<file path="src/hw/rtl/aopq_pkg.sv">
`default_nettype none
package aopq_pkg;

  localparam int TRACKS      = 8;
  localparam int QUEUE_DEPTH = 16;
  localparam int TIME_BITS   = 32;

  localparam int MODE_W = 2;
  localparam int TRK_W  = 3;
  localparam int ID_W   = 22;
  localparam int PRIO_W = 2;

  localparam int TIDX_W    = (TRACKS > 1) ? $clog2(TRACKS) : 1;
  localparam int PTR_W     = (QUEUE_DEPTH > 1) ? $clog2(QUEUE_DEPTH) : 1;
  localparam int OCC_W     = $clog2(QUEUE_DEPTH + 1);
  localparam int ADDR_W    = TIDX_W + PTR_W;
  localparam int RAM_DEPTH = 1 << ADDR_W;
  localparam int PROD_W    = TIME_BITS + PRIO_W;

  localparam logic [MODE_W-1:0] MODE_ENQ  = 2'd0;
  localparam logic [MODE_W-1:0] MODE_TICK = 2'd1;
  localparam logic [MODE_W-1:0] MODE_DISP = 2'd2;

  localparam logic STATUS_OK   = 1'b0;
  localparam logic STATUS_DROP = 1'b1;

  typedef struct packed {
    logic [MODE_W-1:0] mode;
    logic [TRK_W-1:0]  track;
    logic [ID_W-1:0]   train_id;
    logic [PRIO_W-1:0] priority_req;
  } in_word_t;

  typedef struct packed {
    logic             granted;
    logic [TRK_W-1:0] granted_track;
    logic [ID_W-1:0]  granted_id;
    logic             status;
  } out_word_t;

  typedef struct packed {
    logic [ID_W-1:0]      id;
    logic [PRIO_W-1:0]    prio;
    logic [TIME_BITS-1:0] tick;
  } entry_t;

  typedef enum logic [1:0] {
    ST_IDLE,
    ST_SCAN,
    ST_DRAIN,
    ST_GRANT
  } state_t;

  // tag of a head read issued this cycle
  typedef struct packed {
    logic              clear;
    logic              vld;
    logic [TIDX_W-1:0] trk;
  } probe_t;

  typedef struct packed {
    logic              found;
    logic [TIDX_W-1:0] trk;
    logic [ID_W-1:0]   id;
  } best_t;

endpackage
`default_nettype wire

</file>
<file path="src/hw/rtl/aopq_score.sv">
`default_nettype none
module aopq_score (
  input  wire                         clk,
  input  wire                         rst_n,
  input  aopq_pkg::probe_t            probe,
  input  aopq_pkg::entry_t            rdata,
  input  wire [aopq_pkg::TIME_BITS-1:0] now_ticks,
  output aopq_pkg::best_t             best
);
  import aopq_pkg::*;

  logic                 tag_vld_r;
  logic [TIDX_W-1:0]    tag_trk_r;
  logic [TIME_BITS-1:0] best_wait_r;
  logic [PRIO_W-1:0]    best_prio_r;
  logic                 found_r;
  logic [TIDX_W-1:0]    best_trk_r;
  logic [ID_W-1:0]      best_id_r;

  logic [TIME_BITS-1:0] wait_cur;
  logic [PROD_W-1:0]    lhs;
  logic [PROD_W-1:0]    rhs;
  logic                 win;

  // wait * best_prio > best_wait * prio, strict
  always_comb begin
    wait_cur = now_ticks - rdata.tick;
    lhs      = PROD_W'(wait_cur) * PROD_W'(best_prio_r);
    rhs      = PROD_W'(best_wait_r) * PROD_W'(rdata.prio);
    win      = tag_vld_r && (rdata.prio != '0) && (lhs > rhs);
  end

  always_ff @(posedge clk) begin
    if (!rst_n) begin
      tag_vld_r <= 1'b0;
    end else begin
      tag_vld_r <= probe.vld;
    end
  end

  always_ff @(posedge clk) begin
    tag_trk_r <= probe.trk;
  end

  always_ff @(posedge clk) begin
    if (!rst_n) begin
      found_r <= 1'b0;
    end else if (probe.clear) begin
      found_r <= 1'b0;
    end else if (win) begin
      found_r <= 1'b1;
    end
  end

  always_ff @(posedge clk) begin
    if (probe.clear) begin
      best_wait_r <= '0;
      best_prio_r <= PRIO_W'(1);
      best_trk_r  <= '0;
      best_id_r   <= '0;
    end else if (win) begin
      best_wait_r <= wait_cur;
      best_prio_r <= rdata.prio;
      best_trk_r  <= tag_trk_r;
      best_id_r   <= rdata.id;
    end
  end

  assign best = '{found: found_r, trk: best_trk_r, id: best_id_r};

endmodule
`default_nettype wire

</file>
<file path="config.mk">
export PLATFORM = sky130hd
export DESIGN_NAME = aopq_score
export DESIGN_NICKNAME = d
export VERILOG_FILES = /design/src/hw/rtl/aopq_pkg.sv /design/src/hw/rtl/aopq_score.sv
export SDC_FILE = /design/constraint.sdc
export NUM_CORES = 1
export LEC_CHECK = 0
export BUFFER_PORTS_ARGS = -buffer_cell sky130_fd_sc_hd__buf_2
export CAP_MARGIN = 20
export CORE_ASPECT_RATIO = 1.1
export CORE_MARGIN = 3
export CORE_UTILIZATION = 35
export DETAILED_ROUTE_END_ITERATION = 8
export MAX_ROUTING_LAYER = met4
export PLACE_DENSITY = 0.52
export SYNTH_ARGS = -nofsm -noshare
export SYNTH_HDL_FRONTEND = slang
export SYNTH_SLANG_ARGS = --single-unit
</file>
<file path="constraint.sdc">
create_clock -name clk -period 11.47 [get_ports clk]
set_clock_uncertainty 0.05 [all_clocks]
set_input_delay 1.7205 -clock clk [delete_from_list [all_inputs] [get_ports clk]]
set_output_delay 1.7205 -clock clk [all_outputs]
set_load 0.01 [all_outputs]
</file>
== Word-level counts from Yosys, hierarchy flattened ==
Index checks and enable logic that the tools add are counted.
Storage, ports and cells
  flip-flop bits (word level): 64
  bits of input ports: 95
  output and inout bits: 26
  logic and storage cells: 16
Cells by class
  $add $sub $neg: 1
  multiply operators: 2
  magnitude comparators: 1
  bitwise logic cells: 1
  reductions and logical operators: 4
Operator list (number)
  $mul 32x2->34: 2
  $gt 34x34->1: 1
  $sub 32x32->32: 1
  $logic_and 1x1->1: 2
  $reduce_bool 2->1: 1
  $reduce_or 2->1: 1
  $not 1->1: 1

== Logic depth before layout (Yosys ltp) ==
  word-level depth: 4
  mapped depth: 34
  gate-level depth less buffers: 32

== Worst setup path before layout ==
OpenSTA, ideal clock, no wires.
  path type: input to register
  start: in now_ticks[0] (netlist bit)
  end: reg best_wait_r[23]
  library setup time: 0.128 ns
  arrival: 6.967 ns
  data required time: 11.292 ns
  setup slack: 4.326 ns
  stages on the path: 32
  buffers on the path: 2
  path through: inv_1 ha_1 inv_1 fa_1 a21oi_1 o211ai_1 o211ai_1 nand2_1 a21oi_1 o21bai_1 xor2_1 and2_1 ha_1 and3_1 and4_1 and3b_1 a32o_1 nor2_1 nor2_1 o21ai_0 a21oi_1 o41ai_2 xor2_1 ha_1 a21o_1 a21oi_1 o2111ai_1 nand3_1 buf_2 buf_2 mux2i_1 nor2_1
On the way
  word-level cells in the longest chain between the ends: 4
RTL lines
  from (decl): RTL line aopq_score.sv:7  | input wire [aopq_pkg::TIME_BITS-1:0] now_ticks,
  $sub 32x32->32 (*): RTL line aopq_score.sv:27  | wait_cur = now_ticks - rdata.tick;
  $mul 32x2->34: RTL line aopq_score.sv:28  | lhs = PROD_W'(wait_cur) * PROD_W'(best_prio_r);
  $gt 34x34->1: RTL line aopq_score.sv:30  | win = tag_vld_r && (rdata.prio != '0) && (lhs > rhs);
  $logic_and 1x1->1: RTL line aopq_score.sv:30
  to (signal assigned): RTL line aopq_score.sv:62  | best_wait_r <= wait_cur;
  to (decl): RTL line aopq_score.sv:14  | logic [TIME_BITS-1:0] best_wait_r;
Mark *: on every way between the ends. The rest lies on a longest branch, timed or not.
A chain may end at the register's enable or synchronous reset.

== Worst setup path in the final report ==
  start: in now_ticks[0] (netlist bit)
  end: reg best_trk_r[0]
On the way
  word-level cells in the longest chain between the ends: 4
RTL lines
  $sub 32x32->32: RTL line aopq_score.sv:27
  $mul 32x2->34: RTL line aopq_score.sv:28
  $gt 34x34->1: RTL line aopq_score.sv:30
  $logic_and 1x1->1: RTL line aopq_score.sv:30
  to (signal assigned): RTL line aopq_score.sv:64  | best_trk_r <= tag_trk_r;
  to (decl): RTL line aopq_score.sv:17  | logic [TIDX_W-1:0] best_trk_r;
No other way between the ends.

==> impl_metrics.toml <==
[timing]
setup_tns_ns = 0
fin_crit_ns = 8.63
timing.fmax_mhz = 116
timing.slew.headroom = 0.300
post-route-period-util = 0.753
drv_slew = 0
setup_viol = 0
rsz0062_at_grt = "false"
tightest_slew_ns = 1.05
final-hold-violation-count = 0

[layout]
area_delta_synth_final_pct = 14.0
layout-drive-gt1-share = 0.126
final_cell_area_mm2 = 0.00954
nets = 1416
antenna_cells = 0

[pwr]
power.leakage_nw = 5.11
peakVddDrop_v = 0.0000776
p_per_area_mw_per_mm2 = 136

[placement]
io_buffers = 120
dp_hpwl_um = 17600
placed_area_mm2 = 0.00925
gp_congestion = 0.876

[clock_network]
cts.sink_count = 64
insertion_delay_ns = 0.34
root_buffer = "clkbuf_16"
clk_path_buf_depth = 2
cts.reportedPaths.clkPinSlew_ns = 0.06
ctsHoldBuffers = 0
cts_setup_buffers = 0
numCtsBuffers = 9
htree_num_levels = 3
ctsResizeCount = 0
cts_tree = "done"

[floorplanning]
initial_utilization = 0.361
fp.dieH_um = 168
die_area_mm2 = 0.0258
core_mm2 = 0.0232
fp.dieW_um = 153
ioPinCount = 121
rows = 58

[logic_synthesis]
synth_top_area_cell = "ha_1"
synth_seq_cells = 64
synth_area_mm2 = 0.00837
synth_top_area_frac = 0.190
yosys-top-cells-area = "ha_1 19%, dfxtp_1 15%, and2_1 9.1%"
syn_area_per_cell_um2 = 7.71
ys_top_cells_by_count = "127 x ha_1, 126 x nor2_1, 122 x and2_1, 81 x a21oi_1, 65 x a21o_1"
synth.distinct_cells = 60
synth.most_common_cell = "ha_1"
ys.flop_type = "dfxtp_1"
synth_edf_count = 0
synthArstFlopShare = 0
ys_warn_count = 0
syn_inst = 1086
syn_nets = 1311
yosysSeqAreaShare = 0.153

[routing]
postRouteAntennaNets = 0
vias_per_cell = 5.20
wl_per_cell_um = 14.8
drt_iter0_drc = 374
finalWirelength_um = 22200
drt_pass1_iterations = 5
vias = 7777
post-route-drc-count = 0

[grt]
grt_use_total = 0.176
grt-ovfl-total = 0
antenna_found_initial = 0
grt_max_degree = 62
grt_pass1_vias = 7603
grt_pass1_wl_um = 37000

[min_path]
hold_path_startpoint = "tag_trk_r[1]"
hold_path_class = "reg2reg"

[setup_path]
r2r_start = "best_prio_r[1]"
slowest_delay_ns = 0.71
cpMaxStageDelayCell = "buf_4"
worstSetupEndpointType = "register"
cp.required_ns = 11.62
crit_type = "in2reg"
worstPathMaxFanout = 52
crit_path_start_kind = "input pin"
setup.worst_path.start = "now_ticks[0]"
crit_top_cell = "a21oi_1"
critPathArrivalTime_ns = 8.78

[run]
drv_cap = 0

[status]
run_status = "finished clean"
## path summary, 6_finish.rpt
kind         slack, ns       endpoint  cells after the start
max               2.84  best_trk_r[0]                     32
min               0.42  best_trk_r[1]                      2
max reg2reg       4.99  best_trk_r[0]                     22
min reg2reg       0.42  best_trk_r[1]                      2
## kinds of logic (layout without fill, tap and decap cells)
group	after synthesis	in the layout	share of synthesized area
xor+xnor	78	78	0.0816
fa+ha+maj	130	130	0.197
compound gates	272	272	0.217
mux	55	55	0.0658
flops	64	64	0.153
buf+inv	85	194	0.0411
simple gates	402	402	0.245
## worst max-delay path, delay by kind of cell
kind | cells | cell delay (ns)
mux | 1 | 0.26
xor+xnor | 2 | 0.37
compound gates | 12 | 2.69
simple gates | 9 | 1.52
fa+ha+maj | 4 | 1.22
buf+inv | 4 | 0.93
## stage by stage
step	setup WS [ns]	hold slack [ns]	cells	util	power, mW
final	2.84	0.418	1495	0.411	1.30
after global routing	2.02	0.467	1495	0.411	1.43
after CTS	2.77	0.426	1495	0.411	1.32
after detailed placement	2.42	0.400	1480	0.398	1.03
after global placement	2.53	0.391	1480	0.398	1.02
after floorplan	4.33	0.387	1086	-	0.856
## state kept, by name (all words and copies together) (netlist names)
register and count:
best_prio_r 2, best_id_r 22, found_r 1, best_trk_r 3, tag_trk_r 3, best_wait_r 32, tag_vld_r 1
## layout by cell type (no fill, tap or decap), types with 49 or more instances in the layout
master   instances
ha_1           127
nor2_1         126
and2_1         122
buf_2          120
a21oi_1         81
a21o_1          65
dfxtp_1         64
inv_1           55
mux2i_1         55
xnor2_1         49
## where the power goes
part           internal (mW)  switching, mW
registers              0.256         0.0313
clock network          0.167          0.114
logic                  0.336          0.397
total                  0.759          0.542
## cell type report
| cell class | count | area (um^2) |
|---|---|---|
| Sequential cell | 64 | 1280 |
| Inverter | 55 | 206 |
| Fill cell | 2500 | 13700 |
| Clock inverter | 5 | 58.8 |
| Multi-Input combinational cell | 937 | 6760 |
| Timing Repair Buffer | 124 | 631 |
| Tap cell | 300 | 375 |
| Clock buffer | 10 | 229 |
## metal layers
layer	part of all wire	global-route usage	vias to the layer above
li1	-	-	4052
met1	0.48	0.224	3552
met2	0.47	0.296	147
met3	0.032	0.0254	26
met4	0.020	0.0415	0
met5	0	-	-
No activity file was read; power rests on OpenSTA's default activity.
