==> src/hw/rtl/aopq_pkg.sv <==
`default_nettype none
package aopq_pkg;

  localparam int TRACKS      = 8;
  localparam int QUEUE_DEPTH = 16;
  localparam int TIME_BITS   = 32;

  localparam int MODE_W = 2;
  localparam int TRK_W  = 3;
  localparam int ID_W   = 22;
  localparam int PRIO_W = 2;

  localparam int TIDX_W    = (TRACKS > 1) ? $clog2(TRACKS) : 1;
  localparam int PTR_W     = (QUEUE_DEPTH > 1) ? $clog2(QUEUE_DEPTH) : 1;
  localparam int OCC_W     = $clog2(QUEUE_DEPTH + 1);
  localparam int ADDR_W    = TIDX_W + PTR_W;
  localparam int RAM_DEPTH = 1 << ADDR_W;
  localparam int PROD_W    = TIME_BITS + PRIO_W;

  localparam logic [MODE_W-1:0] MODE_ENQ  = 2'd0;
  localparam logic [MODE_W-1:0] MODE_TICK = 2'd1;
  localparam logic [MODE_W-1:0] MODE_DISP = 2'd2;

  localparam logic STATUS_OK   = 1'b0;
  localparam logic STATUS_DROP = 1'b1;

  typedef struct packed {
    logic [MODE_W-1:0] mode;
    logic [TRK_W-1:0]  track;
    logic [ID_W-1:0]   train_id;
    logic [PRIO_W-1:0] priority_req;
  } in_word_t;

  typedef struct packed {
    logic             granted;
    logic [TRK_W-1:0] granted_track;
    logic [ID_W-1:0]  granted_id;
    logic             status;
  } out_word_t;

  typedef struct packed {
    logic [ID_W-1:0]      id;
    logic [PRIO_W-1:0]    prio;
    logic [TIME_BITS-1:0] tick;
  } entry_t;

  typedef enum logic [1:0] {
    ST_IDLE,
    ST_SCAN,
    ST_DRAIN,
    ST_GRANT
  } state_t;

  // tag of a head read issued this cycle
  typedef struct packed {
    logic              clear;
    logic              vld;
    logic [TIDX_W-1:0] trk;
  } probe_t;

  typedef struct packed {
    logic              found;
    logic [TIDX_W-1:0] trk;
    logic [ID_W-1:0]   id;
  } best_t;

endpackage
`default_nettype wire

==> src/hw/rtl/aopq_ctrl.sv <==
`default_nettype none
module aopq_ctrl (
  input  wire                         clk,
  input  wire                         rst_n,
  input  wire                         start,
  output logic                        busy,
  input  aopq_pkg::in_word_t          in_word,
  output logic                        out_strobe,
  output aopq_pkg::out_word_t         out_word,
  output logic                        ram_we,
  output logic [aopq_pkg::ADDR_W-1:0] ram_waddr,
  output aopq_pkg::entry_t            ram_wdata,
  output logic [aopq_pkg::ADDR_W-1:0] ram_raddr,
  output aopq_pkg::probe_t            probe,
  output logic [aopq_pkg::TIME_BITS-1:0] now_ticks,
  input  aopq_pkg::best_t             best
);
  import aopq_pkg::*;

  state_t               state_r, state_nxt;
  logic [TIDX_W-1:0]    scan_r, scan_nxt;
  logic [TIME_BITS-1:0] now_r, now_nxt;
  logic                 out_strobe_r, out_strobe_nxt;
  out_word_t            out_word_r, out_word_nxt;

  logic [PTR_W-1:0] head_r [TRACKS];
  logic [PTR_W-1:0] tail_r [TRACKS];
  logic [OCC_W-1:0] occ_r  [TRACKS];

  logic [TIDX_W-1:0] idx;
  logic [PTR_W-1:0]  head_sel, tail_sel;
  logic [OCC_W-1:0]  occ_sel;
  logic              head_we, tail_we, occ_we;
  logic [PTR_W-1:0]  head_nxt, tail_nxt;
  logic [OCC_W-1:0]  occ_nxt;
  logic              acc, trk_oob, drop;

  function automatic logic [PTR_W-1:0] next_slot(input logic [PTR_W-1:0] p);
    next_slot = (p == PTR_W'(QUEUE_DEPTH - 1)) ? '0 : p + PTR_W'(1);
  endfunction

  always_comb begin
    case (state_r)
      ST_SCAN:  idx = scan_r;
      ST_GRANT: idx = best.trk;
      default:  idx = TIDX_W'(in_word.track);
    endcase
    head_sel = head_r[idx];
    tail_sel = tail_r[idx];
    occ_sel  = occ_r[idx];
  end

  always_comb begin
    acc     = start && (state_r == ST_IDLE);
    trk_oob = 32'(in_word.track) >= TRACKS;
    drop    = trk_oob || (occ_sel == OCC_W'(QUEUE_DEPTH));

    state_nxt      = state_r;
    scan_nxt       = scan_r;
    now_nxt        = now_r;
    out_strobe_nxt = 1'b0;
    out_word_nxt   = '0;
    head_we        = 1'b0;
    tail_we        = 1'b0;
    occ_we         = 1'b0;
    head_nxt       = next_slot(head_sel);
    tail_nxt       = next_slot(tail_sel);
    occ_nxt        = occ_sel;
    ram_we         = 1'b0;
    ram_waddr      = {idx, tail_sel};
    ram_wdata      = '{id: in_word.train_id, prio: in_word.priority_req, tick: now_r};
    ram_raddr      = {idx, head_sel};
    probe          = '0;
    probe.trk      = scan_r;

    case (state_r)
      ST_IDLE: begin
        if (acc) begin
          case (in_word.mode)
            MODE_ENQ: begin
              out_strobe_nxt      = 1'b1;
              out_word_nxt.status = drop ? STATUS_DROP : STATUS_OK;
              if (!drop) begin
                ram_we  = 1'b1;
                tail_we = 1'b1;
                occ_we  = 1'b1;
                occ_nxt = occ_sel + OCC_W'(1);
              end
            end
            MODE_TICK: begin
              out_strobe_nxt = 1'b1;
              now_nxt        = now_r + TIME_BITS'(1);
            end
            MODE_DISP: begin
              probe.clear = 1'b1;
              scan_nxt    = '0;
              state_nxt   = ST_SCAN;
            end
            default: begin
              out_strobe_nxt = 1'b1;
            end
          endcase
        end
      end
      ST_SCAN: begin
        probe.vld = (occ_sel != '0);
        if (scan_r == TIDX_W'(TRACKS - 1)) begin
          state_nxt = ST_DRAIN;
        end else begin
          scan_nxt = scan_r + TIDX_W'(1);
        end
      end
      ST_DRAIN: begin
        state_nxt = ST_GRANT;
      end
      ST_GRANT: begin
        out_strobe_nxt = 1'b1;
        if (best.found) begin
          head_we                    = 1'b1;
          occ_we                     = 1'b1;
          occ_nxt                    = occ_sel - OCC_W'(1);
          out_word_nxt.granted       = 1'b1;
          out_word_nxt.granted_track = TRK_W'(best.trk);
          out_word_nxt.granted_id    = best.id;
        end
        state_nxt = ST_IDLE;
      end
      default: begin
        state_nxt = ST_IDLE;
      end
    endcase
  end

  always_ff @(posedge clk) begin
    if (!rst_n) begin
      state_r      <= ST_IDLE;
      scan_r       <= '0;
      now_r        <= '0;
      out_strobe_r <= 1'b0;
      for (int i = 0; i < TRACKS; i++) begin
        head_r[i] <= '0;
        tail_r[i] <= '0;
        occ_r[i]  <= '0;
      end
    end else begin
      state_r      <= state_nxt;
      scan_r       <= scan_nxt;
      now_r        <= now_nxt;
      out_strobe_r <= out_strobe_nxt;
      if (head_we) begin
        head_r[idx] <= head_nxt;
      end
      if (tail_we) begin
        tail_r[idx] <= tail_nxt;
      end
      if (occ_we) begin
        occ_r[idx] <= occ_nxt;
      end
    end
  end

  always_ff @(posedge clk) begin
    out_word_r <= out_word_nxt;
  end

  assign busy       = (state_r != ST_IDLE);
  assign out_strobe = out_strobe_r;
  assign out_word   = out_word_r;
  assign now_ticks  = now_r;

  a_grant_nonempty: assert property (@(posedge clk) disable iff (!rst_n)
    (state_r == ST_GRANT && best.found) |-> (occ_sel != '0))
    else $error("grant from empty track");

  a_scan_end: assert property (@(posedge clk) disable iff (!rst_n)
    (state_r == ST_SCAN && scan_r == TIDX_W'(TRACKS - 1)) |=> (state_r == ST_DRAIN))
    else $error("scan did not end at last track");

  a_write_room: assert property (@(posedge clk) disable iff (!rst_n)
    ram_we |-> (occ_sel < OCC_W'(QUEUE_DEPTH)))
    else $error("write into full track");

  a_strobe_src: assert property (@(posedge clk) disable iff (!rst_n)
    out_strobe_r |-> ($past(state_r == ST_GRANT)
                      || $past(acc && in_word.mode != MODE_DISP)))
    else $error("word without cause");

endmodule
`default_nettype wire

==> config.mk <==
export PLATFORM = sky130hd
export DESIGN_NAME = aopq_ctrl
export DESIGN_NICKNAME = d
export VERILOG_FILES = /design/src/hw/rtl/aopq_pkg.sv /design/src/hw/rtl/aopq_ctrl.sv
export SDC_FILE = /design/constraint.sdc
export NUM_CORES = 1
export LEC_CHECK = 0
export BUFFER_PORTS_ARGS = -buffer_cell sky130_fd_sc_hd__clkbuf_2
export CORE_AREA = 4 4 130 132
export CTS_CLUSTER_SIZE = 12
export DETAILED_ROUTE_END_ITERATION = 10
export DIE_AREA = 0 0 134 136
export PLACE_DENSITY = 0.87
export RECOVER_POWER = 25
export SLEW_MARGIN = 20
export SYNTH_ARGS = -nofsm -noshare
export SYNTH_HDL_FRONTEND = slang
export SYNTH_SLANG_ARGS = --single-unit
==> constraint.sdc <==
create_clock -name clk -period 4.3 [get_ports clk]
set_input_delay 0.215 -clock clk [delete_from_list [all_inputs] [get_ports clk]]
set_output_delay 0.215 -clock clk [all_outputs]
set_load 0.02 [all_outputs]
* After elaboration in Yosys (flattened, before gate mapping)
Memories as Yosys holds them, arrays and structs flattened.
Index checks and enable logic that the tools add are counted.
W data, S select, Z words.
** Storage, ports and cells
- Bits in registers :: 65
- Bits in writable memories :: 104
- Input bits :: 58
- Output and inout bits :: 137
- Logic and storage cells :: 95
- Memories :: 3
** Memory list
- occ_r :: words 8, bits a word 5, rd ports 1, clocked after Yosys merged registers in 0, write ports 8, line aopq_ctrl.sv:28 : logic [OCC_W-1:0] occ_r [TRACKS];
- head_r :: words 8, bits a word 4, rd ports 1, clocked after Yosys merged registers in 0, write ports 8, line aopq_ctrl.sv:26 : logic [PTR_W-1:0] head_r [TRACKS];
- tail_r :: words 8, bits a word 4, rd ports 1, clocked after Yosys merged registers in 0, write ports 8, line aopq_ctrl.sv:27 : logic [PTR_W-1:0] tail_r [TRACKS];
** Cells by class
- Add/subtract/negate cells :: 6
- Equal/unequal tests :: 13
- Multiplexer cells :: 51
- Reductions and logical operators :: 14
** Operator list (number)
- $add A32 B1 Y32 const B :: 1
- $mux W1 :: 26
- $mux W26 :: 1
- $mux W5 :: 5
- $mux W3 :: 6
- $mux W4 :: 4
- $pmux W3 S2 :: 2
- $pmux W5 S2 :: 1
- $reduce_and A3 Y1 :: 3
- $add A4 B1 Y4 const B :: 2
- $eq A4 B4 Y1 const B :: 2
- $pmux W2 S4 :: 1
- $reduce_or A4 Y1 :: 2
- $eq A2 B2 Y1 const B :: 3
- $mux W2 :: 3
- $ne A2 B2 Y1 const B :: 3
- $add A5 B1 Y5 const B :: 1
- $eq A5 B5 Y1 const B :: 1
- $reduce_bool A5 Y1 :: 1
- $reduce_or A5 Y1 :: 1
- $sub A5 B1 Y5 const B :: 1
- $eq A2 B1 Y1 const B :: 2
- $logic_not A2 Y1 :: 2
- $pmux W1 S2 :: 2
- 7 further kinds :: 8

* Depth between registers and ports, before layout
Gate-level depths: netlist (run 1).
An unclocked memory read counts as a cell.
- Depth in word-level cells :: 13
- Mapped depth :: 19
- Gate-level depth less buffers :: 16

* Worst setup path before layout (run 1)
OpenSTA, ideal clock, no wires.
- Path type :: reg2reg
- From :: register state_r[1]
- To :: memory head_r[0][2] (netlist name), data pin
- Setup time :: 272 ps
- Arrival time :: 3206 ps
- Required time :: 4028 ps
- Setup slack :: 822 ps
- Cell stages (with the launch flop) :: 16
- Buffers on the path :: 3
- Clock period less this slack :: 3478 ps
- Cell sequence :: dfxtp_1 > inv_1 > ha_1 > buf_6 > or2_1 > buf_6 > a21o_4 > inv_4 > buf_6 > mux2_2 > a221o_1 > o21ai_1 > nand2_1 > ha_1 > xnor2_1 > nor2_1
** RTL lines
- start: declaration :: line aopq_ctrl.sv:20 : state_t state_r, state_nxt;
- start signal: assignment :: line aopq_ctrl.sv:146 : state_r <= state_nxt;
- end: declaration :: line aopq_ctrl.sv:26

==> results.md, run 1 <==
- Fill cell count: 1,258
- Final std cells w/o fill: 1,153
- Boundary Pins: 195
- Cts bufs inserted: 17
- Overall via count from detail_route: 6,838
- Vias in the first global route: 6,474
- IO Port Bufs: 146
- Final core occ: 61.28%
- Initial core utilization: 54.48%
- Post-detailed-route DRC marker count: 0
- Summed area of non-filler cells in the final layout: 9628 sq um
- Vertical die dimension: 136 um
- Syn Area/Cell: 10.25 sq um
- Cell Pwr Density: 569.2 nW/um^2
- Count of cell types in the netlist: 71
- Yosys top cell area share: 36.48%
- Total nets after synthesis: 906
- Post-cts hold buffer count: 0
- Category of the worst setup path launch point: flop
- CTS H-Tree Depth: 4
- Proportion of layout cells with a drive suffix above 1: 18.25%
- Pre-antenna DRT Iters: 7
- Routed wl met2: 10,780 um
- Fraction of the yosys area taken by sequential cells: 51.68%
- Maximum count of clock buffers along a single path: 2
- Synth Cell Area: 8561 sq um
- Detail Route met3 WL: 2121 um
- Antenna violations before repair: 0
- Worst Tran Pin Value: 0.9298 ns
- Crit share post-route: 95.63%
- First DRT Iteration DRCs: 1,156
- Leading register cell type out of synthesis: edfxtp_1
- Critical path type: reg -> reg
- TritonCTS clock tree: yes
- Highest layer used for signal routing: met4
- Max frequency: 243.2 MHz
- Synthesis-stage register bit count: 169
- Number of cells in the design after placement: 1,121
- HPWL reported at the end of detailed placement: 15,980 um
- Most frequent cells in the layout: edfxtp_1, nand2_1, nor2_1, clkbuf_2, clkbuf_1
- Post-Place Cell Area: 9070 sq um
- Number of flops mapped to enable cells by yosys: 104
- Number of clock sinks seen by CTS: 169
- Pleak: 3.837 nW
- Synth-to-layout area growth: 12.47%
- Final setup skew: 0.01147 ns
- Total wire length: 21,880 um
- CP arrival: 4.23 ns
- GRT overflow: 0
- Final Net Count: 995
- CTS resizes: 0
- Number of setup violations in the final report: 0
- Fin. Hold Viols: 0
- GP Congestion: 0.9210
- Max-cap check violation count: 0
- Width of the chip: 134 um
- Overall fraction of global-route tracks in use: 24.06%
- Setup repair bufs after CTS: 0
- Worst-path clk slew: 0.06 ns
- Largest fanout on the critical path: 19
- CP Data Required Time: 4.41 ns
- Worst vdd ir: 377.2 uV
- Critical path endpoint category: flop
- CTS root buffer: clkbuf_16
- Outcome: complete, no violations
- Wire length per cell after detailed routing: 18.97 um
- Final max-slew violation count: 0
- Latest clock arrival within the worst-skew pair: 0.44 ns
- Maximum number of pins on one net before global-route repair: 65
- Slew margin rel.: 37.89%
- Full die area: 18,220 sq um
- Min-Delay Path Class: in -> reg
- Yosys warns: 0
- Tmin final: 4.112 ns
- Via-to-Cell Ratio: 5.931
- Leading cell type in the layout, fill and taps excluded: edfxtp_1
- Antenna viol nets, final: 0
- Cell count after synthesis: 835
- Row Count: 46
- Ys async rst share: 0%
- Wire length of the first global-routing pass: 34,280 um
- Core Region: 15,710 sq um
- Met1 Wirelength: 8071 um
- Count of antenna diodes in the layout: 0
- Biggest area consumer among synthesized cells: edfxtp_1
- Top cells by area in the synthesized netlist: edfxtp_1, dfxtp_1, buf_4
==> Yosys cell counts (3+ instances only) <==
library cell,instances
mux2i_1,19
and2_1,27
nor2b_1,10
nand3_1,21
o311a_1,3
a21oi_1,38
edfxtp_1,104
inv_1,18
or3_1,5
and3_1,38
o211ai_1,3
dfxtp_1,65
a21oi_2,4
a221oi_1,3
mux4_2,3
mux2_2,10
o21ai_1,11
o21ai_0,13
clkbuf_1,17
o22ai_1,4
nor2_1,95
a22oi_1,3
ha_1,13
buf_6,6
a21boi_0,10
nor3_1,11
buf_2,10
xnor2_1,21
xor2_1,8
a32o_1,3
nand4_1,11
a32oi_1,4
o2111ai_1,4
o21ai_2,3
nand2_1,96
a211oi_1,9
nor3_2,3
buf_4,61
o21a_1,4
==> worst paths after layout <==
check / cells after the start / slack (ns) / end / from
worst max register to register: 12 / 0.19 / occ_r[2][4] / state_r[1]
worst min-delay path: 2 / 0.02 / out_word[16] / best[15]
worst max-delay path: 12 / 0.19 / occ_r[2][4] / state_r[1]
worst min register to register: 2 / 0.54 / now_ticks[5] / now_ticks[5]
==> metal layers <==
metal	up-vias	global-route usage, %
met4	0	11.31
met2	453	39.72
met1	3197	30.07
met3	84	5.625
met5	-	0
li1	3104	-
==> kinds of logic after synthesis <==
logic type / synth area share, %
flops: 51.68
mux: 4.326
xor+xnor: 2.967
fa+ha+maj: 1.900
compound gates: 12.16
buf+inv: 8.419
simple gates: 18.55
==> where the power goes <==
group / internal [mW] / total [mW] / leakage [nW] / switching (mW)
Clock: 0.870 / 1.51 / 0.289 / 0.643
Sequential: 1.78 / 1.81 / 1.60 / 0.0312
Combinational: 0.676 / 2.16 / 1.95 / 1.48
Total: 3.32 / 5.48 / 3.84 / 2.16
==> registers in the layout (all words and copies together), names as in the netlist <==
register    flops
tail_r         32
out_word       27
out_strobe      1
state_r         2
head_r         32
occ_r          40
now_ticks      32
scan_r          3
==> worst max-delay path, cell delays in order (launching register included) <==
cell and delay (ns):
dfxtp_1 0.34, inv_1 0.11, ha_1 0.42, a2bb2oi_2 0.26
a21o_4 0.32, mux2_2 0.38, mux4_2 0.57, inv_1 0.12
ha_1 0.16, and4_1 0.34, a21oi_4 0.16, o21ai_1 0.35
nand2_1 0.23
==> layout make-up <==
class	instances	area (sq um)	area share [%]
Inverter	21	81.33	0.8447
Multi-Input combinational cell	551	3468	36.02
Timing Repair Buffer	164	794.5	8.252
Clock buffer	20	479.2	4.977
Sequential cell	169	4424	45.95
Clock inverter	12	110.1	1.144
Tap cell	216	270.3	2.807
==> stage by stage <==
stage	total power [mW]	hold slack, ns	worst slack, ns	setup TNS, ns
3_3_place_gp	3.872	0.4301	0.3883	0
6_report	5.481	0.01790	0.1877	0
5_1_grt	5.708	0.01311	-0.01600	-0.09696
2_1_floorplan	3.345	0.3609	0.8216	0
4_1_cts	5.401	0.009707	0.1370	0
3_5_place_dp	3.908	0.4301	0.2187	0
Note: power is estimated with default switching activity, not from simulation.
==> run 2, diff against run 1 <==
--- a/config.mk
+++ b/config.mk
@@ -11,5 +11,5 @@
 export DETAILED_ROUTE_END_ITERATION = 10
 export DIE_AREA = 0 0 134 136
-export PLACE_DENSITY = 0.87
+export PLACE_DENSITY = 0.79
 export RECOVER_POWER = 25
 export SLEW_MARGIN = 20
==> constraint.sdc (replaced) <==
create_clock -name clk -period 4.3 [get_ports clk]
set_input_delay 0.215 -clock clk [delete_from_list [all_inputs] [get_ports clk]]
set_output_delay 0.215 -clock clk [all_outputs]
set_load 0.05 [all_outputs]
==> run 2 against run 1 <==
Net effect:
- via count down 1.7%
- maximum frequency is 1.9% higher
- count of clock-buffer cells in the layout is 2 lower
- cell area down 0.53%
- clock power is 5% lower
- sequential power barely moved
- clock skew down 0.00067 ns
- sequential cell count stayed put
- setup slack gained 0.076 ns
- die area is the same
- non-clock buffer count unchanged
- combinational power increased by 11%
==> results.md, run 2 (same netlist as run 1, synthesis figures left out) <==
- Critical path type: reg -> out
- Cts bufs inserted: 17 (unchanged)
- Fin. Hold Viols: 0 (unchanged)
- First DRT Iteration DRCs: 896 (-22%)
- Setup total negative slack: 0 ns (unchanged)
- Overall fraction of global-route tracks in use: 23.86% (-0.20 points)
- Initial core utilization: 54.48% (unchanged)
- Max frequency: 247.8 MHz (+1.9%)
- Largest fanout on the critical path: 24 (+5)
- IO Port Bufs: 146 (unchanged)
- Number of setup violations in the final report: 0 (unchanged)
- Post-cts hold buffer count: 0 (unchanged)
- Worst path slowest cell: mux4_2
- Crit share post-route: 93.86% (-1.8 points)
- Worst Tran Pin Value: 0.8488 ns (-0.08100 ns)
- Wire length of the first global-routing pass: 33,840 um (-1.3%)
- Final max-slew violation count: 0 (unchanged)
- Total wire length: 21,740 um (-0.61%)
- Critical path endpoint category: output port
- Number of clock sinks seen by CTS: 169 (unchanged)
- Wire length per cell after detailed routing: 18.86 um (-0.61%)
- Row Count: 46 (unchanged)
- Largest register by flop count: occ_r
- Worst vdd ir: 418.1 uV (+11%)
- Synth-to-layout area growth: 11.87%
- Worst Reg2Reg Path Length in Cells: 11 (-1)
- Outcome: complete, no violations
- Boundary Pins: 195 (unchanged)
- CTS H-Tree Depth: 4 (unchanged)
- Maximum number of pins on one net before global-route repair: 65 (unchanged)
- Core Region: 15,710 sq um (unchanged)
- Hold Path Cell Cnt: 2 (unchanged)
- Pre-antenna DRT Iters: 5 (-2)
- Width of the chip: 134 um (unchanged)
- Category of the worst setup path launch point: flop
- Fill cell count: 1,323 (+5.2%)
- HPWL reported at the end of detailed placement: 15,710 um (-1.7%)
- Via-to-Cell Ratio: 5.829 (-1.7%)
- Crit-path most repeated cell: ha_1
- Overall via count from detail_route: 6,721 (-1.7%)
- GP Congestion: 0.8832 (-4.1%)
- Most frequent cells in the layout: edfxtp_1, nand2_1, nor2_1, clkbuf_1, clkbuf_2
- R2R Setup Slk: 0.27 ns (+0.08 ns)
- Leading cell type in the layout, fill and taps excluded: edfxtp_1
- CTS root buffer: clkbuf_16
- GRT overflow: 0 (unchanged)
- Latest clock arrival within the worst-skew pair: 0.43 ns (about the same)
- Unrepaired setup endpoints after global routing: no
- Max-cap check violation count: 0 (unchanged)
- Tmin final: 4.036 ns (-0.07618 ns)
- Pleak: 3.785 nW (-1.3%)
- CP Data Required Time: 4.09 ns (-0.32 ns)
- Maximum count of clock buffers along a single path: 2 (unchanged)
- Proportion of layout cells with a drive suffix above 1: 16.65% (-1.6 points)
- TritonCTS clock tree: yes
- CP arrival: 3.82 ns (-0.41 ns)
- Vias in the first global route: 6,418 (-0.86%)
- Antenna viol nets, final: 0 (unchanged)
- Full die area: 18,220 sq um (unchanged)
- Worst-path cell chain: ha_1 -> a2bb2oi_2 -> a21o_4 -> mux2_2 -> mux4_2 -> inv_1 -> ha_1 -> and4_1 -> a21oi_1 -> buf_4 -> buf_12
- Post-detailed-route DRC marker count: 0 (unchanged)
- Vertical die dimension: 136 um (unchanged)
- Slew margin rel.: 43.01% (+5.1 points)
- Worst-path clk slew: 0.07 ns (about the same)
- Cell Pwr Density: 587.9 nW/um^2 (+3.3%)
- Final Net Count: 995 (unchanged)
- Count of antenna diodes in the layout: 0 (unchanged)
- Delay of the slowest critical-path stage: 0.56 ns (about the same)
- Flip-flop count of the largest register after layout: 40 (unchanged)
- Min-Delay Path Class: in -> reg
- Final setup skew: 0.01080 ns (-0.0006703 ns)
- Antenna violations before repair: 0 (unchanged)
- Hold slack final: 0.01673 ns (-0.001171 ns)
[run 2: path summary, 6_finish.rpt]
path | start | endpoint
max | state_r[0] | ram_we
min | best[15] | out_word[16]
max reg2reg | state_r[0] | occ_r[7][4]
min reg2reg | scan_r[2] | scan_r[2]
[run 2: layout make-up]
type	instances	area (sq um)	area share, %
clock buffer	18	429.2	4.481
tap	216	270.3	2.822
inverter	21	81.33	0.8492
multi-input combinational	551	3431	35.82
timing repair buffer	164	815.8	8.518
clock inverter	14	125.1	1.307
sequential	169	4424	46.20
[run 2: through the flow]
stage | utilization, % | total power [mW] | instances | area [sq um] | setup WS (ns)
final | 60.95 | 5.630 | 1153 | 9577 | 0.2639
after global routing | 60.95 | 5.828 | 1153 | 9577 | 0.03774
after CTS | 61.44 | 5.578 | 1153 | 9654 | 0.1355
after detailed placement | 57.92 | 4.158 | 1121 | 9100 | 0.2069
after global placement | 57.92 | 4.125 | 1121 | 9100 | 0.3374
after floorplan | - | 3.596 | 835 | 8561 | 0.3564
[run 2: repair_timing]
action	in CTS	in global routing
resized for setup	0	4
setup buffers	0	0
endpoints found under the setup margin	0	58
[run 2: metal layers]
metal  wire length (um)  vias to the layer above  track usage (%)  part of all wire (%)
met5                  0                        -                0                     0
met4                576                        0            8.800                   2.6
met3               1919                       52            6.144                   8.8
met2              10640                      388            40.31                    49
met1               8604                     3176            29.66                    40
li1                   -                     3105                -                     -
[run 2: power by group]
part / internal (mW) / switching, mW
logic: 0.683 / 1.71
clock network: 0.797 / 0.638
registers: 1.78 / 0.0288
total: 3.26 / 2.37
[run 2: worst max-delay path, delay by kind of cell, from the launching register on]
kind | cells | cell delay (ns)
flops | 1 | 0.38
mux | 2 | 0.95
fa+ha+maj | 2 | 0.60
buf+inv | 3 | 0.43
compound gates | 3 | 0.70
simple gates | 1 | 0.30
==> run 3, diff against run 2 <==
CORE_AREA = 4 4 177 179   (was 4 4 130 132)
CTS_BUF_LIST = sky130_fd_sc_hd__clkbuf_4   (was default)
DIE_AREA = 0 0 181 183   (was 0 0 134 136)
PLACE_DENSITY = 0.47   (was 0.79)
==> run 3 against run 2 <==
Net effect:
- via count decreased by 1.9%
- critical endpoint is now probe[3]
- wire length up 15%
- critical path depth is 1 higher
- worst hold slack improved by 0.096 ns
- sequential power hardly changed
==> results.md, run 3 (same netlist as run 1, synthesis figures left out) <==
- Hold Path End: out_word[0]
- Antenna viol nets, final: 0 (unchanged)
- IO Port Bufs: 146 (unchanged)
- Core Region: 29,560 sq um (+88%)
- Largest register by flop count: occ_r
- Outcome: complete, no violations
- Flip-flop count of the largest register after layout: 40 (unchanged)
- Row Count: 63 (+37%)
- CP arrival: 3.80 ns (-0.02 ns)
- Crit share post-route: 93.26% (-0.60 points)
- Vias in the first global route: 6,558 (+2.2%)
- Slew margin rel.: 41.10% (-1.9 points)
- Unrepaired setup endpoints after global routing: no
- R2R Setup Slk: 0.34 ns (+0.07 ns)
- Number of setup violations in the final report: 0 (unchanged)
- Critical path endpoint category: output port
- Maximum number of pins on one net before global-route repair: 65 (unchanged)
- GP Congestion: 0.8328 (-5.7%)
- Synth-to-layout area growth: 14.89%
- Fin. Hold Viols: 0 (unchanged)
- Pre-antenna DRT Iters: 5 (unchanged)
- Worst-path clk slew: 0.14 ns (+0.07 ns)
- Max-cap check violation count: 0 (unchanged)
- Worst-path cell chain: inv_1 -> ha_2 -> a2bb2oi_2 -> a21o_4 -> mux2_2 -> mux4_2 -> inv_1 -> ha_1 -> and4_1 -> a21boi_0 -> buf_4 -> buf_12
- Latest clock arrival within the worst-skew pair: 0.56 ns (+0.13 ns)
- Delay of the slowest critical-path stage: 0.59 ns (+0.03 ns)
- Tmin final: 4.010 ns (-0.02589 ns)
- Final setup slack of the worst path: 0.2898 ns (+0.02589 ns)
- Width of the chip: 181 um (+35%)
- Cell Pwr Density: 527.6 nW/um^2 (-10%)
- Leading cell type in the layout, fill and taps excluded: edfxtp_1
- Via-to-Cell Ratio: 4.842 (-17%)
- Maximum count of clock buffers along a single path: 2 (unchanged)
- Overall fraction of global-route tracks in use: 14.79% (-9.1 points)
- Final setup skew: 0.02883 ns (+0.01803 ns)
- Final max-slew violation count: 0 (unchanged)
- Final Net Count: 1,028 (+3.3%)
- Cell family with the largest share of critical-path delay: multiplexers
- Antenna violations before repair: 1 (+1)
- Boundary Pins: 195 (unchanged)
- Area used by sequential logic in the layout: 4424 sq um (unchanged)
- Full die area: 33,120 sq um (+82%)
- Fill cell count: 3,083 (+130%)
- Min-Delay Path Class: in -> reg
- Worst reg2reg endpoint: occ_r[6][4]
- Cts bufs inserted: 17 (unchanged)
- CTS H-Tree Depth: 4 (unchanged)
- Crit-path most repeated cell: inv_1
- Setup WS pre-CTS: 0.2594 ns (+0.05248 ns)
- Post-detailed-route DRC marker count: 0 (unchanged)
- Overall via count from detail_route: 6,590 (-1.9%)
- TritonCTS clock tree: yes
- Hold Path Cell Cnt: 3 (+1)
- Vertical die dimension: 183 um (+35%)
- Worst path slowest cell: mux4_2
- Number of clock sinks seen by CTS: 169 (unchanged)
- First DRT Iteration DRCs: 448 (-50%)
- Total wire length: 24,900 um (+15%)
- Critical path type: reg -> out
- Initial core utilization: 28.96% (-26 points)
- Worst vdd ir: 195.8 uV (-53%)
- Setup total negative slack: 0 ns (unchanged)
- Cell count along the critical path: 12 (+1)
- Wire length per cell after detailed routing: 18.30 um (-3.0%)
- Category of the worst setup path launch point: flop
- GRT overflow: 0 (unchanged)
- CP bufs+invs: 4 (+1)
- Max frequency: 249.4 MHz (+0.65%)
- Worst Reg2Reg Path Length in Cells: 12 (+1)
- CTS root buffer: clkbuf_4
- HPWL reported at the end of detailed placement: 18,360 um (+17%)
- Wire length of the first global-routing pass: 38,540 um (+14%)
- Worst Tran Pin Value: 0.8797 ns (+0.03090 ns)
- Proportion of layout cells with a drive suffix above 1: 19.59% (+2.9 points)
- Reg2Reg Launch Point: state_r[1]
- Largest fanout on the critical path: 10 (-58%)
- Hold Path Origin: start
- CP Data Required Time: 4.09 ns (about the same)
- Pleak: 3.864 nW (+2.1%)
- Most frequent cells in the layout: edfxtp_1, nand2_1, nor2_1, clkbuf_2, dfxtp_1
- Area used by multi-input combinational logic: 3438 sq um (+0.22%)
==> run 3: cell type report <==
type / instances / area share (%)
antenna: 1 / 0.02544
clock buffer: 19 / 1.450
clock inverter: 13 / 1.221
inverter: 21 / 0.8269
multi-input combinational: 551 / 34.96
sequential: 169 / 44.98
tap: 390 / 4.961
timing repair buffer: 197 / 11.58
==> run 3: timing repair <==
item,CTS,global route
setup buffers,0,0
hold endpoints to repair,25,0
hold buffers,25,0
endpoints found under the setup margin,0,47
gates resized for setup,0,5
==> run 3: through the flow <==
stage               util (%)  power, mW  hold slack (ns)  instance area [sq um]  instances
floorplan                  -      3.596           0.3609                   8561        835
global placement       31.68      4.313           0.4303                   9365       1303
detailed placement     31.68      4.294           0.4303                   9365       1303
CTS                    33.42      5.218          0.06131                   9878       1360
global route           33.27      5.474           0.1135                   9836       1361
finish                 33.27      5.189           0.1128                   9836       1361
==> run 3: worst reg2reg max path, delay by kind of cell (launching register included) <==
kind            cells  cell delay (ns)
compound gates      4             1.26
fa+ha+maj           1             0.26
buf+inv             3             0.60
flops               1             0.41
simple gates        4             1.13
==> run 3: metal layers <==
metal / global-route usage [%] / wire length (um) / vias to the layer above / share of wire (%)
met5: 0 / 0 / - / 0
met4: 4.083 / 481 / 0 / 1.9
met3: 2.777 / 1191 / 22 / 4.8
met2: 24.83 / 11960 / 180 / 48
met1: 19.71 / 11270 / 3213 / 45
li1: - / - / 3175 / -
==> run 3: how the worst max path moves through the flow <==
stage	startpoint	end	slack, ns
6_report	state_r[1]	probe[3]	0.29
5_1_grt	state_r[1]	probe[3]	0.005
4_1_cts	state_r[1]	probe[3]	0.05
3_5_place_dp	state_r[1]	occ_r[3][4]	0.26
3_3_place_gp	state_r[1]	occ_r[7][4]	0.35
2_1_floorplan	state_r[1]	tail_r[0][0]	0.36
==> run 3: power by group <==
part           leakage (nW)  total (mW)  internal (mW)  switching, mW
Combinational          2.14        2.48          0.732           1.75
Sequential             1.60        1.81           1.78         0.0318
Clock                 0.126       0.900          0.303          0.597
Total                  3.86        5.19           2.81           2.38
